==> config.mk <==
export PLATFORM = sky130hd
export DESIGN_NAME = ansi_column_window_slicer_top
export DESIGN_NICKNAME = d
export VERILOG_FILES = /design/src/hdl/acws_pkg.sv /design/src/hdl/ansi_column_window_slicer_top.sv
export SDC_FILE = /design/constraint.sdc
export NUM_CORES = 1
export LEC_CHECK = 0
export BUFFER_PORTS_ARGS = -buffer_cell sky130_fd_sc_hd__clkbuf_2
export CAP_MARGIN = 0
export CORE_ASPECT_RATIO = 0.8
export CORE_UTILIZATION = 40
export CTS_BUF_LIST = sky130_fd_sc_hd__clkbuf_4
export CTS_CLUSTER_SIZE = 30
export DETAILED_ROUTE_END_ITERATION = 10
export PLACE_DENSITY_LB_ADDON = 0.1
export SYNTH_ARGS = -nofsm -noshare
export SYNTH_HDL_FRONTEND = slang
export SYNTH_SLANG_ARGS = --single-unit
==> constraint.sdc <==
create_clock -name clock -period 11.79 [get_ports clock]
set_input_delay 0.5895 -clock clock [delete_from_list [all_inputs] [get_ports clock]]
set_output_delay 0.5895 -clock clock [all_outputs]
set_load 0.005 [all_outputs]
==> src/hdl/acws_pkg.sv <==
// ----------------------------------------------------------------------------
// acws_pkg
// Shared types and constants of the escape-aware column window slicer.
// ----------------------------------------------------------------------------
package acws_pkg;

   // Default sizing
   localparam int MAX_WIDTH_DEF   = 56;
   localparam int COLUMN_BITS_DEF = 16;

   // Register index, taken from paddr[3:2]
   localparam logic [1:0] REG_START_COL    = 2'd0;
   localparam logic [1:0] REG_WINDOW_WIDTH = 2'd1;
   localparam logic [1:0] REG_ADD_RESET    = 2'd2;

   // Byte codes
   localparam logic [7:0] CH_BEL    = 8'h07;
   localparam logic [7:0] CH_ESC    = 8'h1B;
   localparam logic [7:0] CH_SPACE  = 8'h20;
   localparam logic [7:0] CH_ZERO   = 8'h30;
   localparam logic [7:0] CH_PARAM_HI = 8'h3F;
   localparam logic [7:0] CH_INTER_HI = 8'h2F;
   localparam logic [7:0] CH_FINAL_LO = 8'h40;
   localparam logic [7:0] CH_FINAL_HI = 8'h7E;
   localparam logic [7:0] CH_LBRACK = 8'h5B;
   localparam logic [7:0] CH_BSLASH = 8'h5C;
   localparam logic [7:0] CH_RBRACK = 8'h5D;
   localparam logic [7:0] CH_LOWER_M = 8'h6D;

   // Position inside the current unit
   typedef enum logic [2:0] {
      PH_IDLE      = 3'd0,
      PH_ESC1      = 3'd1,
      PH_CSI_PARAM = 3'd2,
      PH_CSI_INTER = 3'd3,
      PH_OSC       = 3'd4,
      PH_OSC_ESC   = 3'd5,
      PH_CONT      = 3'd6
   } phase_type;

endpackage

==> src/hdl/ansi_column_window_slicer_top.sv <==
// ----------------------------------------------------------------------------
// ansi_column_window_slicer_top
// Escape-aware column window slice of a byte stream, with padding and an
// optional trailing attribute reset.
// ----------------------------------------------------------------------------
//  channel  direction  handshake             payload
//  req      in         req_valid/req_stall   req_has_byte, req_in_byte, req_is_last
//  rsp      out        rsp_valid/rsp_stall   rsp_out_byte, rsp_out_last
//  csr      in         APB, pready tied high window start @0, window_width @4, add_reset @8
//
//  An input beat is scanned in the cycle it is accepted; the scanner state and
//  a result job register update at that edge. A job holds up to one passed
//  byte, the padding count and the reset sequence, and drains one beat per
//  cycle while rsp is not stalled; the req side waits until the job has
//  drained, and an item with no result beats does not hold it. The job register
//  drains while the next beat is accepted in the cycle of its final beat.
//  Reset clears scanner state, the job register and the registers to their
//  reset values. A stall on rsp holds the job and, once it is full, the req side.
// ----------------------------------------------------------------------------
module ansi_column_window_slicer_top
   import acws_pkg::*;
#(
   parameter int MAX_WIDTH   = MAX_WIDTH_DEF,
   parameter int COLUMN_BITS = COLUMN_BITS_DEF
) (
   input  logic        clock,
   input  logic        reset,
   // input beats
   input  logic        req_valid,
   output logic        req_stall,
   input  logic        req_has_byte,
   input  logic [7:0]  req_in_byte,
   input  logic        req_is_last,
   // result beats
   output logic        rsp_valid,
   input  logic        rsp_stall,
   output logic [7:0]  rsp_out_byte,
   output logic        rsp_out_last,
   // register port
   input  logic        psel,
   input  logic        penable,
   input  logic        pwrite,
   input  logic [3:0]  paddr,
   input  logic [31:0] pwdata,
   output logic [31:0] prdata,
   output logic        pready
);

   localparam int          PAD_BITS = $clog2(MAX_WIDTH + 1);
   localparam int          CMP_BITS = (COLUMN_BITS > 13) ? COLUMN_BITS : 13;
   localparam logic [5:0]  MAX_W    = 6'(MAX_WIDTH);

   // ---------------- registers ----------------
   logic [11:0] win_first_ff;
   logic [5:0]  window_width_ff;
   logic        add_reset_ff;

   // Write lands at the access phase; every access completes at once.
   assign pready = 1'b1;

   always_ff @(posedge clock) begin
      if (reset) begin
         win_first_ff    <= 12'd0;
         window_width_ff <= 6'd1;
         add_reset_ff    <= 1'b1;
      end else if (psel && penable && pwrite) begin
         unique case (paddr[3:2])
            REG_START_COL:    win_first_ff    <= pwdata[11:0];
            REG_WINDOW_WIDTH: window_width_ff <= pwdata[5:0];
            REG_ADD_RESET:    add_reset_ff    <= pwdata[0];
            default: ;  // writes past the list are dropped
         endcase
      end
   end

   always_comb begin
      unique case (paddr[3:2])
         REG_START_COL:    prdata = {20'd0, win_first_ff};
         REG_WINDOW_WIDTH: prdata = {26'd0, window_width_ff};
         REG_ADD_RESET:    prdata = {31'd0, add_reset_ff};
         default:          prdata = 32'd0;
      endcase
   end

   // ---------------- scanner state ----------------
   phase_type              phase_ff, phase_in;
   logic [1:0]             cont_left_ff, cont_left_in;
   logic                   copy_unit_ff, copy_unit_in;
   logic [COLUMN_BITS-1:0] column_ff, column_in;
   logic [6:0]             cols_copied_ff, cols_copied_in;
   logic                   window_done_ff, window_done_in;

   // ---------------- result job ----------------
   logic                   job_valid_ff, job_valid_in;
   logic                   job_has_ff, job_has_in;
   logic [7:0]             job_byte_ff, job_byte_in;
   logic [PAD_BITS-1:0]    job_pad_ff, job_pad_in;
   logic [2:0]             job_rst_ff, job_rst_in;
   logic                   job_last_ff, job_last_in;

   logic                   job_final;   // the beat on show is the job's last
   logic                   req_fire;
   logic                   rsp_fire;

   // Effective window width, clamped to the build limit.
   logic [5:0]             eff_w;
   logic                   take;
   logic                   emit;
   logic                   start;
   logic [7:0]             b;

   // start-of-unit helpers
   logic [CMP_BITS-1:0]    col_x, start_x, win_end;
   logic                   col_hit;
   logic [1:0]             ncols;
   logic [1:0]             extra_bytes;
   logic                   pass;
   logic [COLUMN_BITS:0]   col_sum;
   logic [7:0]             cols_sum;
   logic [PAD_BITS-1:0]    pad_count;
   logic                   has_tail;

   assign b       = req_in_byte;
   assign eff_w   = (window_width_ff > MAX_W) ? MAX_W : window_width_ff;
   assign take    = req_has_byte && !window_done_ff && (eff_w != 6'd0);

   assign col_x   = CMP_BITS'(column_ff);
   assign start_x = CMP_BITS'(win_first_ff);
   assign win_end = CMP_BITS'({1'b0, win_first_ff} + {7'd0, eff_w});
   assign col_hit = (col_x >= start_x) && (col_x < win_end);

   // Lead byte sets the character size; anything else is a stray byte.
   always_comb begin
      priority if (!b[7]) begin
         extra_bytes = 2'd0; ncols = 2'd1;
      end else if (b[7:5] == 3'b110) begin
         extra_bytes = 2'd1; ncols = 2'd1;
      end else if (b[7:4] == 4'b1110) begin
         extra_bytes = 2'd2; ncols = 2'd1;
      end else if (b[7:3] == 5'b11110) begin
         extra_bytes = 2'd3; ncols = 2'd2;
      end else begin
         extra_bytes = 2'd0; ncols = 2'd0;
      end
   end

   assign pass     = (ncols == 2'd0) || col_hit;
   assign col_sum  = {1'b0, column_ff} + (COLUMN_BITS+1)'(ncols);
   assign cols_sum = {1'b0, cols_copied_ff} + {6'd0, ncols};

   always_comb begin
      phase_in       = phase_ff;
      cont_left_in   = cont_left_ff;
      copy_unit_in   = copy_unit_ff;
      column_in      = column_ff;
      cols_copied_in = cols_copied_ff;
      window_done_in = window_done_ff;
      emit           = 1'b0;
      start          = 1'b0;

      if (take) begin
         unique case (phase_ff)
            PH_CONT: begin
               // Continuation bytes count down whatever their value.
               emit         = copy_unit_ff;
               cont_left_in = cont_left_ff - 2'd1;
               if (cont_left_in == 2'd0) phase_in = PH_IDLE;
            end
            PH_ESC1: begin
               emit = 1'b1;
               priority if (b == CH_LBRACK) phase_in = PH_CSI_PARAM;
               else if (b == CH_RBRACK)     phase_in = PH_OSC;
               else                         phase_in = PH_IDLE;
            end
            PH_CSI_PARAM, PH_CSI_INTER: begin
               priority if (phase_ff == PH_CSI_PARAM && b >= CH_ZERO
                            && b <= CH_PARAM_HI) begin
                  emit = 1'b1;
               end else if (b >= CH_SPACE && b <= CH_INTER_HI) begin
                  emit     = 1'b1;
                  phase_in = PH_CSI_INTER;
               end else if (b >= CH_FINAL_LO && b <= CH_FINAL_HI) begin
                  emit     = 1'b1;
                  phase_in = PH_IDLE;
               end else begin
                  // Byte outside CSI classes closes it and opens a new unit.
                  phase_in = PH_IDLE;
                  start    = 1'b1;
               end
            end
            PH_OSC_ESC: begin
               emit = 1'b1;
               priority if (b == CH_BSLASH) phase_in = PH_IDLE;
               else if (b == CH_BEL)        phase_in = PH_IDLE;
               else if (b == CH_ESC)        phase_in = PH_OSC_ESC;
               else                         phase_in = PH_OSC;
            end
            PH_OSC: begin
               emit = 1'b1;
               priority if (b == CH_BEL) phase_in = PH_IDLE;
               else if (b == CH_ESC)     phase_in = PH_OSC_ESC;
               else                      phase_in = PH_OSC;
            end
            default: begin
               phase_in = PH_IDLE;
               start    = 1'b1;
            end
         endcase

         if (start) begin
            priority if (col_x >= win_end) begin
               window_done_in = 1'b1;
            end else if (b == CH_ESC) begin
               emit         = 1'b1;
               copy_unit_in = 1'b1;
               phase_in     = PH_ESC1;
            end else begin
               emit = pass;
               if (pass) cols_copied_in = cols_sum[7] ? 7'd127 : cols_sum[6:0];
               column_in = col_sum[COLUMN_BITS] ? '1 : col_sum[COLUMN_BITS-1:0];
               if (extra_bytes != 2'd0) begin
                  cont_left_in = extra_bytes;
                  copy_unit_in = pass;
                  phase_in     = PH_CONT;
               end
            end
         end
      end

      // End of string: drop all scanner state.
      if (req_is_last) begin
         phase_in       = PH_IDLE;
         cont_left_in   = 2'd0;
         copy_unit_in   = 1'b0;
         column_in      = '0;
         cols_copied_in = 7'd0;
         window_done_in = 1'b0;
      end
   end

   // Padding uses the column count after this beat's byte.
   always_comb begin
      logic [6:0] cc;
      cc = cols_copied_in;
      if (req_is_last) cc = (emit && start) ? (cols_sum[7] ? 7'd127 : cols_sum[6:0])
                                            : cols_copied_ff;
      if (req_is_last && !(emit && start && ncols != 2'd0 && b != CH_ESC))
         cc = cols_copied_ff;
      pad_count = (cc < {1'b0, eff_w}) ? PAD_BITS'({1'b0, eff_w} - cc) : '0;
   end

   assign has_tail = req_is_last && (eff_w != 6'd0)
                     && ((pad_count != '0) || add_reset_ff);

   // ---------------- job drain ----------------
   assign job_final = (job_has_ff && job_pad_ff == '0 && job_rst_ff == 3'd0)
                   || (!job_has_ff && job_pad_ff == PAD_BITS'(1) && job_rst_ff == 3'd0)
                   || (!job_has_ff && job_pad_ff == '0 && job_rst_ff == 3'd1);

   assign rsp_valid = job_valid_ff;
   assign rsp_fire  = job_valid_ff && !rsp_stall;
   assign req_stall = job_valid_ff && !(job_final && !rsp_stall);
   assign req_fire  = req_valid && !req_stall;

   always_comb begin
      if (job_has_ff) begin
         rsp_out_byte = job_byte_ff;
      end else if (job_pad_ff != '0) begin
         rsp_out_byte = CH_SPACE;
      end else begin
         unique case (job_rst_ff)
            3'd4:    rsp_out_byte = CH_ESC;
            3'd3:    rsp_out_byte = CH_LBRACK;
            3'd2:    rsp_out_byte = CH_ZERO;
            default: rsp_out_byte = CH_LOWER_M;
         endcase
      end
   end
   assign rsp_out_last = job_last_ff && job_final;

   always_comb begin
      job_valid_in = job_valid_ff;
      job_has_in   = job_has_ff;
      job_byte_in  = job_byte_ff;
      job_pad_in   = job_pad_ff;
      job_rst_in   = job_rst_ff;
      job_last_in  = job_last_ff;

      // Advance one beat.
      if (rsp_fire) begin
         priority if (job_has_ff)    job_has_in = 1'b0;
         else if (job_pad_ff != '0)  job_pad_in = job_pad_ff - PAD_BITS'(1);
         else                        job_rst_in = job_rst_ff - 3'd1;
         if (job_final) job_valid_in = 1'b0;
      end

      // Load a fresh job when the accepted beat yields anything.
      if (req_fire && (emit || has_tail)) begin
         job_valid_in = 1'b1;
         job_has_in   = emit;
         job_byte_in  = b;
         job_pad_in   = has_tail ? pad_count : '0;
         job_rst_in   = (has_tail && add_reset_ff) ? 3'd4 : 3'd0;
         job_last_in  = req_is_last;
      end
   end

   always_ff @(posedge clock) begin
      if (reset) begin
         phase_ff       <= PH_IDLE;
         cont_left_ff   <= 2'd0;
         copy_unit_ff   <= 1'b0;
         column_ff      <= '0;
         cols_copied_ff <= 7'd0;
         window_done_ff <= 1'b0;
         job_valid_ff   <= 1'b0;
         job_has_ff     <= 1'b0;
         job_pad_ff     <= '0;
         job_rst_ff     <= 3'd0;
         job_last_ff    <= 1'b0;
      end else begin
         if (req_fire) begin
            phase_ff       <= phase_in;
            cont_left_ff   <= cont_left_in;
            copy_unit_ff   <= copy_unit_in;
            column_ff      <= column_in;
            cols_copied_ff <= cols_copied_in;
            window_done_ff <= window_done_in;
         end
         job_valid_ff <= job_valid_in;
         job_has_ff   <= job_has_in;
         job_pad_ff   <= job_pad_in;
         job_rst_ff   <= job_rst_in;
         job_last_ff  <= job_last_in;
      end
   end

   // Payload byte: no reset needed.
   always_ff @(posedge clock) begin
      job_byte_ff <= job_byte_in;
   end

endmodule

==> impl_metrics.env, run 1 <==
export IMPL_outcome="finished clean"
export IMPL_yosys_area_top_type_share_pct=21.39
export IMPL_synth_seq_area_share_pct=25.60
export IMPL_cts_tree="done"
export IMPL_rsz_0062_raised_after_global_routing="no"
export IMPL_number_of_antenna_violations_at_the_first_check_in_global_routing=0
export IMPL_hold_viol_final=0
export IMPL_postSynthAreaPerCell_sq_um=7.532
export IMPL_grtUsageMet2_pct=31.38
export IMPL_clockBufferDepth=2
export IMPL_cts_hold_buffers=0
export IMPL_design_core_area_sq_um=13740
export IMPL_grtUsageMet3_pct=4.463
export IMPL_core_rowCount=38
export IMPL_ys_ff_latch=69
export IMPL_synth_flop_cell="sky130_fd_sc_hd__dfxtp_1"
export IMPL_power_switching_share_pct=33.65
export IMPL_max_stage_delay_ns=0.53
export IMPL_power_per_cell_area_nw_per_um2=98.39
export IMPL_global_route_wire_length_before_repair_microns=24250
export IMPL_grt_busiest_layer="met2"
export IMPL_crit_fanout=16
export IMPL_yosys_cell_count_top_type="sky130_fd_sc_hd__nand2_1"
export IMPL_worst_ep_required_time_ns=11.89
export IMPL_clock_skew_final_ns=0.01541
export IMPL_route_vias_total=5335
export IMPL_clkSinkCount=69
export IMPL_clk_pin_slew_ns=0.12
export IMPL_pwr_share_clk_pct=29.9
export IMPL_p_int_uw=400.9
export IMPL_initial_core_util_pct=41.55
export IMPL_comb_power_share_pct=26.9
export IMPL_floorplan_die_height_microns=108.9
export IMPL_ff2ff_path_depth=33
export IMPL_detail_route_drc_violations=0
export IMPL_wl_per_cell_microns=15.23
export IMPL_post_cts_buffers=0
export IMPL_synth_distinct_cells=70
export IMPL_worst_margin_slew_ns=1.187
export IMPL_mappedNetlistArea_sq_um=5709
export IMPL_post_route_cells_drive_above_1_share_pct=11.34
export IMPL_setup_violations=0
export IMPL_power_share_sequential_pct=43.1
export IMPL_synth_enable_flop_cells=8
export IMPL_pin_count=97
export IMPL_setup_total_negative_slack_ns=0
export IMPL_die_width_microns=135.6
export IMPL_number_of_global_route_vias_before_repair=4913
export IMPL_timing_rr_start="window_width_ff[3]$_SDFFE_PP0P_"
export IMPL_netlist_top_cell_by_area="sky130_fd_sc_hd__dfxtp_1"
export IMPL_postSynth_asyncResetShare_pct=0
export IMPL_count_of_buffers_inserted_at_the_top_level_ports=53
export IMPL_number_of_resized_instances_in_the_post_cts_repair_step=0
export IMPL_drv_slew=0
export IMPL_min_path_cells=3
export IMPL_drt_first_iter_violations=332
export IMPL_p_sw_uw=203.3
export IMPL_hp_start="pwdata[10]"
export IMPL_utilization_pct=44.69
export IMPL_dp_final_hpwl_microns=11330
export IMPL_cp_end_kind="register"
export IMPL_worst_r2r_dst="job_byte_ff[4]$_DFFE_PN_"
export IMPL_antenna_cells_inserted=0
export IMPL_fin_nets=900
export IMPL_grt_total_usage_pct=20.89
export IMPL_timing_max_cap_violations=0
export IMPL_timing_final_crit_share_pct=71.52
export IMPL_whs_endpoint="win_first_ff[10]$_SDFFE_PP0P_"
export IMPL_start_kind="register"
export IMPL_flow_area_growth_from_synthesis_pct=7.561
export IMPL_arrival_ns=8.53
export IMPL_worst_slew_margin_rel_pct=20.70
export IMPL_ir_drop_v=0.00005374
export IMPL_drt_total_wl_microns=14840
export IMPL_post_drt_via_cell_ratio=5.477
export IMPL_cts_root_buf="sky130_fd_sc_hd__clkbuf_4"
export IMPL_achievable_frequency_mhz=118.6
export IMPL_placedCellCount=958
export IMPL_clk_latency_ns=0.43
export IMPL_routability_driven_placement_congestion_ratio=0.8447
export IMPL_r2r_slack_ns=3.36
export IMPL_netlist_instances=758
export IMPL_yosys_top_cells_area="sky130_fd_sc_hd__dfxtp_1 21%, sky130_fd_sc_hd__ha_1 12%, sky130_fd_sc_hd__a21oi_1 6.0%, sky130_fd_sc_hd__nand2_1 5.0%, sky130_fd_sc_hd__nor2_1 4.5%"
export IMPL_tritoncts_num_buffers=9
export IMPL_yosys_warnings=0
export IMPL_grt_met1_usage_pct=29.95
export IMPL_first_pass_iters=5
export IMPL_leakage_uw=0.002500
export IMPL_timing_critical_path_slowest_stage_cell="sky130_fd_sc_hd__o21ai_0"
export IMPL_finalWorstPathRequiredPeriod_ns=8.432
export IMPL_worst_min_delay_path_category="in2reg"
export IMPL_fin_cells=974
export IMPL_cts_htree_levels=3
export IMPL_yosys_top_cells_count="76 x sky130_fd_sc_hd__nand2_1, 69 x sky130_fd_sc_hd__a21oi_1, 69 x sky130_fd_sc_hd__nor2_1"
export IMPL_globalRouteOverflowTotal=0
export IMPL_route_antenna_remaining_nets=0
export IMPL_holdWs_ns=0.3661
export IMPL_criticalPathCategory="reg2reg"
export IMPL_grt_max_degree=67
export IMPL_floorplan_die_area_sq_um=14760
worst max-delay path, delay by kind of cell, from the launching register on:
family	cells	cell delay (ns)
adders and majority gates	3	0.91
buffers and inverters	3	0.52
AOI/OAI and AO/OA	12	2.90
DFF	1	0.51
xor gates and xnor gates	1	0.14
and+or+nand+nor	13	2.69
muxes	1	0.42
area by class of cell:
type                       instances  area (sq um)
clock buffer                      11         82.58
sequential                        69          1461
clock inverter                     5         75.07
timing repair buffer              55         280.3
inverter                          58         217.7
multi-input combinational        596          3799
tap                              180         225.2
fill                            1419          7600
power groups by stage:
stage               clock [uW]  sequential [uW]  combinational, uW
floorplan                    0              260                122
global placement             0              265                159
detailed placement           0              266                161
CTS                        189              260                162
global route               197              263                182
finish                     181              261                163
cells in the final DEF (no fill, tap or decap), types with 4 or more instances in the layout:
| cell type | count |
|---|---|
| sky130_fd_sc_hd__nand3_1 | 28 |
| sky130_fd_sc_hd__inv_1 | 56 |
| sky130_fd_sc_hd__a2111oi_0 | 4 |
| sky130_fd_sc_hd__a31oi_1 | 6 |
| sky130_fd_sc_hd__a21oi_1 | 69 |
| sky130_fd_sc_hd__o32a_1 | 5 |
| sky130_fd_sc_hd__nor2b_1 | 10 |
| sky130_fd_sc_hd__dfxtp_1 | 61 |
| sky130_fd_sc_hd__nand4_1 | 11 |
| sky130_fd_sc_hd__a21o_1 | 11 |
| sky130_fd_sc_hd__or3_1 | 4 |
| sky130_fd_sc_hd__o21a_1 | 6 |
| sky130_fd_sc_hd__o31ai_1 | 6 |
| sky130_fd_sc_hd__fa_1 | 4 |
| sky130_fd_sc_hd__nand2_1 | 76 |
| sky130_fd_sc_hd__nand3b_1 | 5 |
| sky130_fd_sc_hd__and3_1 | 7 |
| sky130_fd_sc_hd__nor4_1 | 9 |
| sky130_fd_sc_hd__a211oi_1 | 7 |
| sky130_fd_sc_hd__and2_1 | 10 |
| sky130_fd_sc_hd__conb_1 | 21 |
| sky130_fd_sc_hd__mux2i_1 | 15 |
| sky130_fd_sc_hd__nor3_1 | 29 |
| sky130_fd_sc_hd__edfxtp_1 | 8 |
| sky130_fd_sc_hd__nor2_1 | 69 |
| sky130_fd_sc_hd__clkbuf_4 | 11 |
| sky130_fd_sc_hd__ha_1 | 54 |
| sky130_fd_sc_hd__nand2b_1 | 8 |
| sky130_fd_sc_hd__o21ai_0 | 45 |
| sky130_fd_sc_hd__nor3b_1 | 8 |
| sky130_fd_sc_hd__xnor2_1 | 15 |
| sky130_fd_sc_hd__a22oi_1 | 7 |
| sky130_fd_sc_hd__clkbuf_2 | 53 |
cells by family after synthesis:
family                   after synthesis  synth area share (%)
AO/OA/AOI/OAI                        190                 20.43
XOR/XNOR                              18                 2.761
adder cells (fa/ha/maj)               58                 13.24
buffers and inverters                112                 9.116
flip-flops                            69                 25.60
multiplexers                          17                 3.024
other                                  2                0.1315
AND/OR/NAND/NOR                      292                 25.71
worst max path at each step:
stage,endpoint,cells past startpoint,slack [ns],startpoint
after CTS,job_byte_ff[4]$_DFFE_PN_,34,3.42,window_width_ff[3]$_SDFFE_PP0P_
after global placement,job_byte_ff[1]$_DFFE_PN_,33,3.48,window_width_ff[3]$_SDFFE_PP0P_
after global routing,job_byte_ff[4]$_DFFE_PN_,34,2.49,window_width_ff[3]$_SDFFE_PP0P_
final,job_byte_ff[4]$_DFFE_PN_,33,3.36,window_width_ff[3]$_SDFFE_PP0P_
after detailed placement,job_byte_ff[1]$_DFFE_PN_,34,3.46,window_width_ff[3]$_SDFFE_PP0P_
after floorplan,job_byte_ff[0]$_DFFE_PN_,33,5.07,window_width_ff[3]$_SDFFE_PP0P_
flip-flops by register name (all words and copies together) (netlist names):
signal and count:
window_done_ff 1, copy_unit_ff 1, phase_ff 3, job_rst_ff 3
col_x 16, rsp_valid 1, job_pad_ff 6, job_last_ff 1
win_first_ff 12, window_width_ff 6, cols_copied_ff 7, add_reset_ff 1
job_byte_ff 8, cont_left_ff 2, job_has_ff 1
per-stage QoR:
stage	power, uW	area [sq um]	setup WS [ns]
floorplan	382.6	5781	5.068
global placement	423.7	5983	3.479
detailed placement	426.6	5983	3.457
CTS	610.9	6141	3.422
global route	641.3	6141	2.490
finish	604.2	6141	3.358
metal layers:
layer | wire length, microns | up-vias | share of wire, %
met4 | 196 | 0 | 1.3
met5 | 0 | - | 0
met3 | 673 | 18 | 4.5
li1 | - | 2690 | -
met1 | 7742 | 2485 | 52
met2 | 6222 | 142 | 42
(Power assumes the default switching activity.)
==> inputs of run 2 (changes only) <==
==> constraint.sdc (replaced) <==
create_clock -name clock -period 8.7 [get_ports clock]
set_input_delay 0.435 -clock clock [delete_from_list [all_inputs] [get_ports clock]]
set_output_delay 0.435 -clock clock [all_outputs]
set_load 0.005 [all_outputs]
==> impl_metrics.env, run 2 (synthesis gave the netlist of run 1 again) <==
export IMPL_cts_hold_buffers=0
export IMPL_endpoint="job_pad_ff[2]$_SDFFE_PP0P_"
export IMPL_floorplan_die_height_microns=108.9
export IMPL_comb_power_share_pct=29.4
export IMPL_achievable_frequency_mhz=127.6
export IMPL_ir_drop_v=0.00007183
export IMPL_multi_input_comb_area_sq_um=3799
export IMPL_route_vias_total=5427
export IMPL_criticalPathCategory="reg2reg"
export IMPL_power_switching_share_pct=35.96
export IMPL_leakage_uw=0.002486
export IMPL_cp_end_kind="register"
export IMPL_layout_cells_most_common_list="76 x sky130_fd_sc_hd__nand2_1, 69 x sky130_fd_sc_hd__nor2_1, 69 x sky130_fd_sc_hd__a21oi_1, 61 x sky130_fd_sc_hd__dfxtp_1, 56 x sky130_fd_sc_hd__inv_1"
export IMPL_most_numerous_cell_on_the_critical_path="sky130_fd_sc_hd__nand3_1"
export IMPL_clock_skew_final_ns=0.01183
export IMPL_clockBufferDepth=2
export IMPL_cts_tree="done"
export IMPL_grt_max_degree=67
export IMPL_rsz_0062_raised_after_global_routing="no"
export IMPL_fillers=1434
export IMPL_cts_htree_levels=3
export IMPL_worst_slew_margin_rel_pct=17.06
export IMPL_floorplan_die_area_sq_um=14760
export IMPL_arrival_ns=8.17
export IMPL_crit_fanout=16
export IMPL_fin_nets=903
export IMPL_number_of_antenna_violations_at_the_first_check_in_global_routing=0
export IMPL_outcome="finished clean"
export IMPL_worst_slack_ns=0.8660
export IMPL_power_per_cell_area_nw_per_um2=123.8
export IMPL_flow_area_growth_from_synthesis_pct=6.947
export IMPL_largest_register_ff_count=16
export IMPL_p_int_uw=484.1
export IMPL_post_route_cells_drive_above_1_share_pct=11.31
export IMPL_design_core_area_sq_um=13740
export IMPL_post_drt_via_cell_ratio=5.560
export IMPL_dp_final_hpwl_microns=11280
export IMPL_start_kind="register"
export IMPL_antenna_cells_inserted=0
export IMPL_pwr_share_clk_pct=23.9
export IMPL_tritoncts_num_buffers=9
export IMPL_worst_margin_slew_ns=1.241
export IMPL_worst_r2r_dst="job_pad_ff[2]$_SDFFE_PP0P_"
export IMPL_pin_count=97
export IMPL_wl_per_cell_microns=15.16
export IMPL_setup_total_negative_slack_ns=0
export IMPL_timing_max_cap_violations=0
export IMPL_clkSinkCount=69
export IMPL_holdWs_ns=0.1891
export IMPL_max_stage_delay_ns=0.43
export IMPL_route_antenna_remaining_nets=0
export IMPL_hold_viol_final=0
export IMPL_timing_critical_path_slowest_stage_cell="sky130_fd_sc_hd__o21ai_0"
export IMPL_global_route_wire_length_before_repair_microns=24450
export IMPL_timing_rr_start="window_width_ff[3]$_SDFFE_PP0P_"
export IMPL_layout_area_seq_sq_um=1461
export IMPL_post_cts_buffers=0
export IMPL_setup_worst_path_start="window_width_ff[3]$_SDFFE_PP0P_"
export IMPL_r2r_slack_ns=0.87
export IMPL_initial_core_util_pct=41.55
export IMPL_routability_driven_placement_congestion_ratio=0.8468
export IMPL_setup_violations=0
export IMPL_count_of_buffers_inserted_at_the_top_level_ports=53
export IMPL_die_width_microns=135.6
export IMPL_power_share_sequential_pct=46.7
export IMPL_layout_commonest_cell="sky130_fd_sc_hd__nand2_1"
export IMPL_ff2ff_path_depth=35
export IMPL_cts_root_buf="sky130_fd_sc_hd__clkbuf_4"
export IMPL_drt_total_wl_microns=14790
export IMPL_worst_ep_required_time_ns=9.04
export IMPL_finalWorstPathRequiredPeriod_ns=7.834
export IMPL_drv_slew=0
export IMPL_globalRouteOverflowTotal=0
export IMPL_dp_slack_ns=0.9210
export IMPL_detail_route_drc_violations=0
export IMPL_clk_latency_ns=0.45
export IMPL_grt_total_usage_pct=21.11
export IMPL_worst_min_delay_path_category="in2reg"
export IMPL_number_of_resized_instances_in_the_post_cts_repair_step=0
export IMPL_first_pass_iters=4
export IMPL_p_sw_uw=271.8
export IMPL_timing_final_crit_share_pct=90.05
export IMPL_clk_pin_slew_ns=0.12
export IMPL_drt_first_iter_violations=346
export IMPL_number_of_global_route_vias_before_repair=5022
export IMPL_core_rowCount=38
run 2: cell count changes in the layout (fill, tap and decap cells not counted), sizes merged:
cell / delta
buf: +3
bufinv: -2
clkinv: +1
run 2: area by class of cell:
class                      instances  share of cell area (%)
tap                              180                   3.689
sequential                        69                   23.93
timing repair buffer              58                   4.959
multi-input combinational        596                   62.21
inverter                          58                   3.566
clock buffer                      11                   1.352
clock inverter                     4                  0.2869
run 2: per-layer routing:
layer / global-route usage (%) / wire length, microns
met1: 29.72 / 7529
met2: 31.38 / 6274
met3: 5.486 / 790
met4: 6.100 / 199
met5: 0 / 0
run 2: power by group through the flow:
stage	registers, uW	clock network, uW	logic [uW]
6_report	353	181	223
5_1_grt	356	200	249
4_1_cts	353	189	221
3_5_place_dp	360	0	220
3_3_place_gp	359	0	217
2_1_floorplan	353	0	166
run 2: worst min path at each step:
stage	startpoint	end	slack (ns)	cells past startpoint
after floorplan	win_first_ff[10]$_SDFFE_PP0P_	win_first_ff[10]$_SDFFE_PP0P_	0.44	2
after global placement	win_first_ff[10]$_SDFFE_PP0P_	win_first_ff[10]$_SDFFE_PP0P_	0.44	2
after detailed placement	win_first_ff[10]$_SDFFE_PP0P_	win_first_ff[10]$_SDFFE_PP0P_	0.46	2
after CTS	pwdata[10]	win_first_ff[10]$_SDFFE_PP0P_	0.15	3
after global routing	pwdata[10]	win_first_ff[10]$_SDFFE_PP0P_	0.15	3
final	pwdata[10]	win_first_ff[10]$_SDFFE_PP0P_	0.19	3
run 2: critical path: cells and delay by family, from the launching register on:
family | cells | cell delay, ns
adders and majority gates | 4 | 1.25
buffers and inverters | 4 | 0.41
DFF | 1 | 0.42
AOI/OAI and AO/OA | 15 | 3.24
xor gates and xnor gates | 1 | 0.14
and+or+nand+nor | 11 | 2.26
run 2: metrics by stage:
stage,instance area [sq um],utilization (%),instances,total power (uW)
after floorplan,5781,-,777,518.4
after global placement,6006,43.71,961,576.2
after detailed placement,6006,43.71,961,579.8
after CTS,6106,44.44,976,763.4
after global routing,6106,44.44,976,805.0
final,6106,44.44,976,756.0
==> inputs of run 3 (changes only) <==
--- a/config.mk
+++ b/config.mk
@@ -12,7 +12,7 @@
 export CTS_BUF_LIST = sky130_fd_sc_hd__clkbuf_4
 export CTS_CLUSTER_SIZE = 30
 export DETAILED_ROUTE_END_ITERATION = 10
-export PLACE_DENSITY_LB_ADDON = 0.1
+export PLACE_DENSITY = 0.66
 export SYNTH_ARGS = -nofsm -noshare
 export SYNTH_HDL_FRONTEND = slang
 export SYNTH_SLANG_ARGS = --single-unit
==> impl_metrics.env, run 3 (synthesis gave the netlist of run 1 again) <==
export IMPL_achievable_frequency_mhz=126.4
export IMPL_global_route_wire_length_before_repair_microns=22290
export IMPL_leakage_uw=0.002507
export IMPL_timing_final_crit_share_pct=90.90
export IMPL_pin_count=97
export IMPL_cp_end_kind="register"
export IMPL_rsz_0062_raised_after_global_routing="no"
export IMPL_finalWorstPathRequiredPeriod_ns=7.909
export IMPL_antenna_cells_inserted=0
export IMPL_cts_htree_levels=3
export IMPL_worst_r2r_dst="job_byte_ff[6]$_DFFE_PN_"
export IMPL_hold_viol_final=0
export IMPL_design_core_area_sq_um=13740
export IMPL_number_of_global_route_vias_before_repair=4488
export IMPL_routability_driven_placement_congestion_ratio=0.8652
export IMPL_tritoncts_num_buffers=9
export IMPL_worst_ep_required_time_ns=8.82
export IMPL_fin_nets=903
export IMPL_dp_final_hpwl_microns=10370
export IMPL_clkSinkCount=69
export IMPL_max_stage_delay_ns=0.52
export IMPL_timing_critical_path_slowest_stage_cell="sky130_fd_sc_hd__o21ai_0"
export IMPL_cts_tree="done"
export IMPL_clockBufferDepth=2
export IMPL_worst_slew_margin_rel_pct=22.08
export IMPL_start_kind="register"
export IMPL_number_of_resized_instances_in_the_post_cts_repair_step=0
export IMPL_clock_skew_final_ns=0.02523
export IMPL_drt_first_iter_violations=450
export IMPL_count_of_buffers_inserted_at_the_top_level_ports=53
export IMPL_grt_total_usage_pct=19.00
export IMPL_post_route_cells_drive_above_1_share_pct=11.54
export IMPL_floorplan_die_height_microns=108.9
export IMPL_endpoint="job_byte_ff[6]$_DFFE_PN_"
export IMPL_cts_root_buf="sky130_fd_sc_hd__clkbuf_4"
export IMPL_setup_worst_path_start="window_width_ff[5]$_SDFFE_PP0P_"
export IMPL_r2r_slack_ns=0.79
export IMPL_drt_total_wl_microns=13820
export IMPL_setup_total_negative_slack_ns=0
export IMPL_layout_cells_most_common_list="76 x sky130_fd_sc_hd__nand2_1, 69 x sky130_fd_sc_hd__nor2_1, 69 x sky130_fd_sc_hd__a21oi_1, 61 x sky130_fd_sc_hd__dfxtp_1, 56 x sky130_fd_sc_hd__inv_1"
export IMPL_utilization_pct=44.86
export IMPL_timing_rr_start="window_width_ff[5]$_SDFFE_PP0P_"
export IMPL_globalRouteOverflowTotal=0
export IMPL_initial_core_util_pct=41.55
export IMPL_post_cts_buffers=0
export IMPL_timing_max_cap_violations=0
export IMPL_grt_max_degree=67
export IMPL_detail_route_drc_violations=0
export IMPL_outcome="finished clean"
export IMPL_core_rowCount=38
export IMPL_arrival_ns=8.03
export IMPL_flow_area_growth_from_synthesis_pct=7.955
export IMPL_layout_commonest_cell="sky130_fd_sc_hd__nand2_1"
export IMPL_ff2ff_path_depth=35
export IMPL_post_drt_via_cell_ratio=5.353
export IMPL_ir_drop_v=0.00008701
export IMPL_power_per_cell_area_nw_per_um2=132.6
export IMPL_criticalPathCategory="reg2reg"
export IMPL_worst_min_delay_path_category="in2reg"
export IMPL_route_vias_total=5230
export IMPL_floorplan_die_area_sq_um=14760
export IMPL_wl_per_cell_microns=14.14
export IMPL_number_of_antenna_violations_at_the_first_check_in_global_routing=0
export IMPL_total_power_uw=817.3
export IMPL_route_antenna_remaining_nets=0
export IMPL_crit_fanout=16
export IMPL_first_pass_iters=5
export IMPL_clk_pin_slew_ns=0.14
export IMPL_worst_margin_slew_ns=1.166
export IMPL_setup_violations=0
export IMPL_largest_register_ff_count=16
export IMPL_cts_hold_buffers=0
export IMPL_drv_slew=0
export IMPL_clk_latency_ns=0.46
export IMPL_die_width_microns=135.6
run 3: changes by cell type in the layout (fill, tap and decap cells not counted), sizes merged:
cell,previous run,this run
clkinvlp,0,1
clkbuf,64,62
bufinv,0,2
run 3: worst min path at each step:
stage	start	end	cells after the start	slack (ns)
2_1_floorplan	win_first_ff[10]$_SDFFE_PP0P_	win_first_ff[10]$_SDFFE_PP0P_	2	0.44
3_3_place_gp	win_first_ff[10]$_SDFFE_PP0P_	win_first_ff[10]$_SDFFE_PP0P_	2	0.45
6_report	pwdata[10]	win_first_ff[10]$_SDFFE_PP0P_	3	0.18
3_5_place_dp	win_first_ff[10]$_SDFFE_PP0P_	win_first_ff[10]$_SDFFE_PP0P_	2	0.45
5_1_grt	pwdata[11]	win_first_ff[11]$_SDFFE_PP0P_	3	0.16
4_1_cts	pwdata[11]	win_first_ff[11]$_SDFFE_PP0P_	3	0.16
run 3: critical path, delay by kind of cell, from the launching register on:
kind,cells,cell delay [ns]
adder cells (fa/ha/maj),4,1.26
XOR/XNOR,1,0.15
AO/OA/AOI/OAI,13,2.82
AND/OR/NAND/NOR,12,2.24
flip-flops,1,0.40
buffers and inverters,5,0.69
run 3: layout make-up:
type	count	area [sq um]
Clock inverter	7	90.09
Inverter	58	217.7
Tap cell	180	225.2
Sequential cell	69	1461
Clock buffer	9	67.56
Timing Repair Buffer	58	302.8
Multi-Input combinational cell	596	3799
Fill cell	1413	7577
run 3: power breakdown:
group          switching (uW)  internal [uW]  total, uW
combinational             135           85.4        221
clock                     129            115        244
sequential               14.9            338        353
run 3: metrics by stage:
step	hold WS (ns)	setup slack, ns	instances	area, sq um
global placement	0.4478	1.047	961	6006
finish	0.1758	0.7913	977	6163
detailed placement	0.4488	0.9306	961	6006
CTS	0.1561	0.8790	977	6163
floorplan	0.4363	1.978	777	5781
global route	0.1570	0.1363	977	6163
run 3: layer usage:
layer	share of wire, %	wire length (microns)	vias to the layer above	GRT usage (%)
met5	0	0	-	0
met4	0.83	114	0	4.655
met3	4.4	612	8	3.580
met2	39	5410	136	25.36
met1	56	7678	2389	30.12
li1	-	-	2697	-
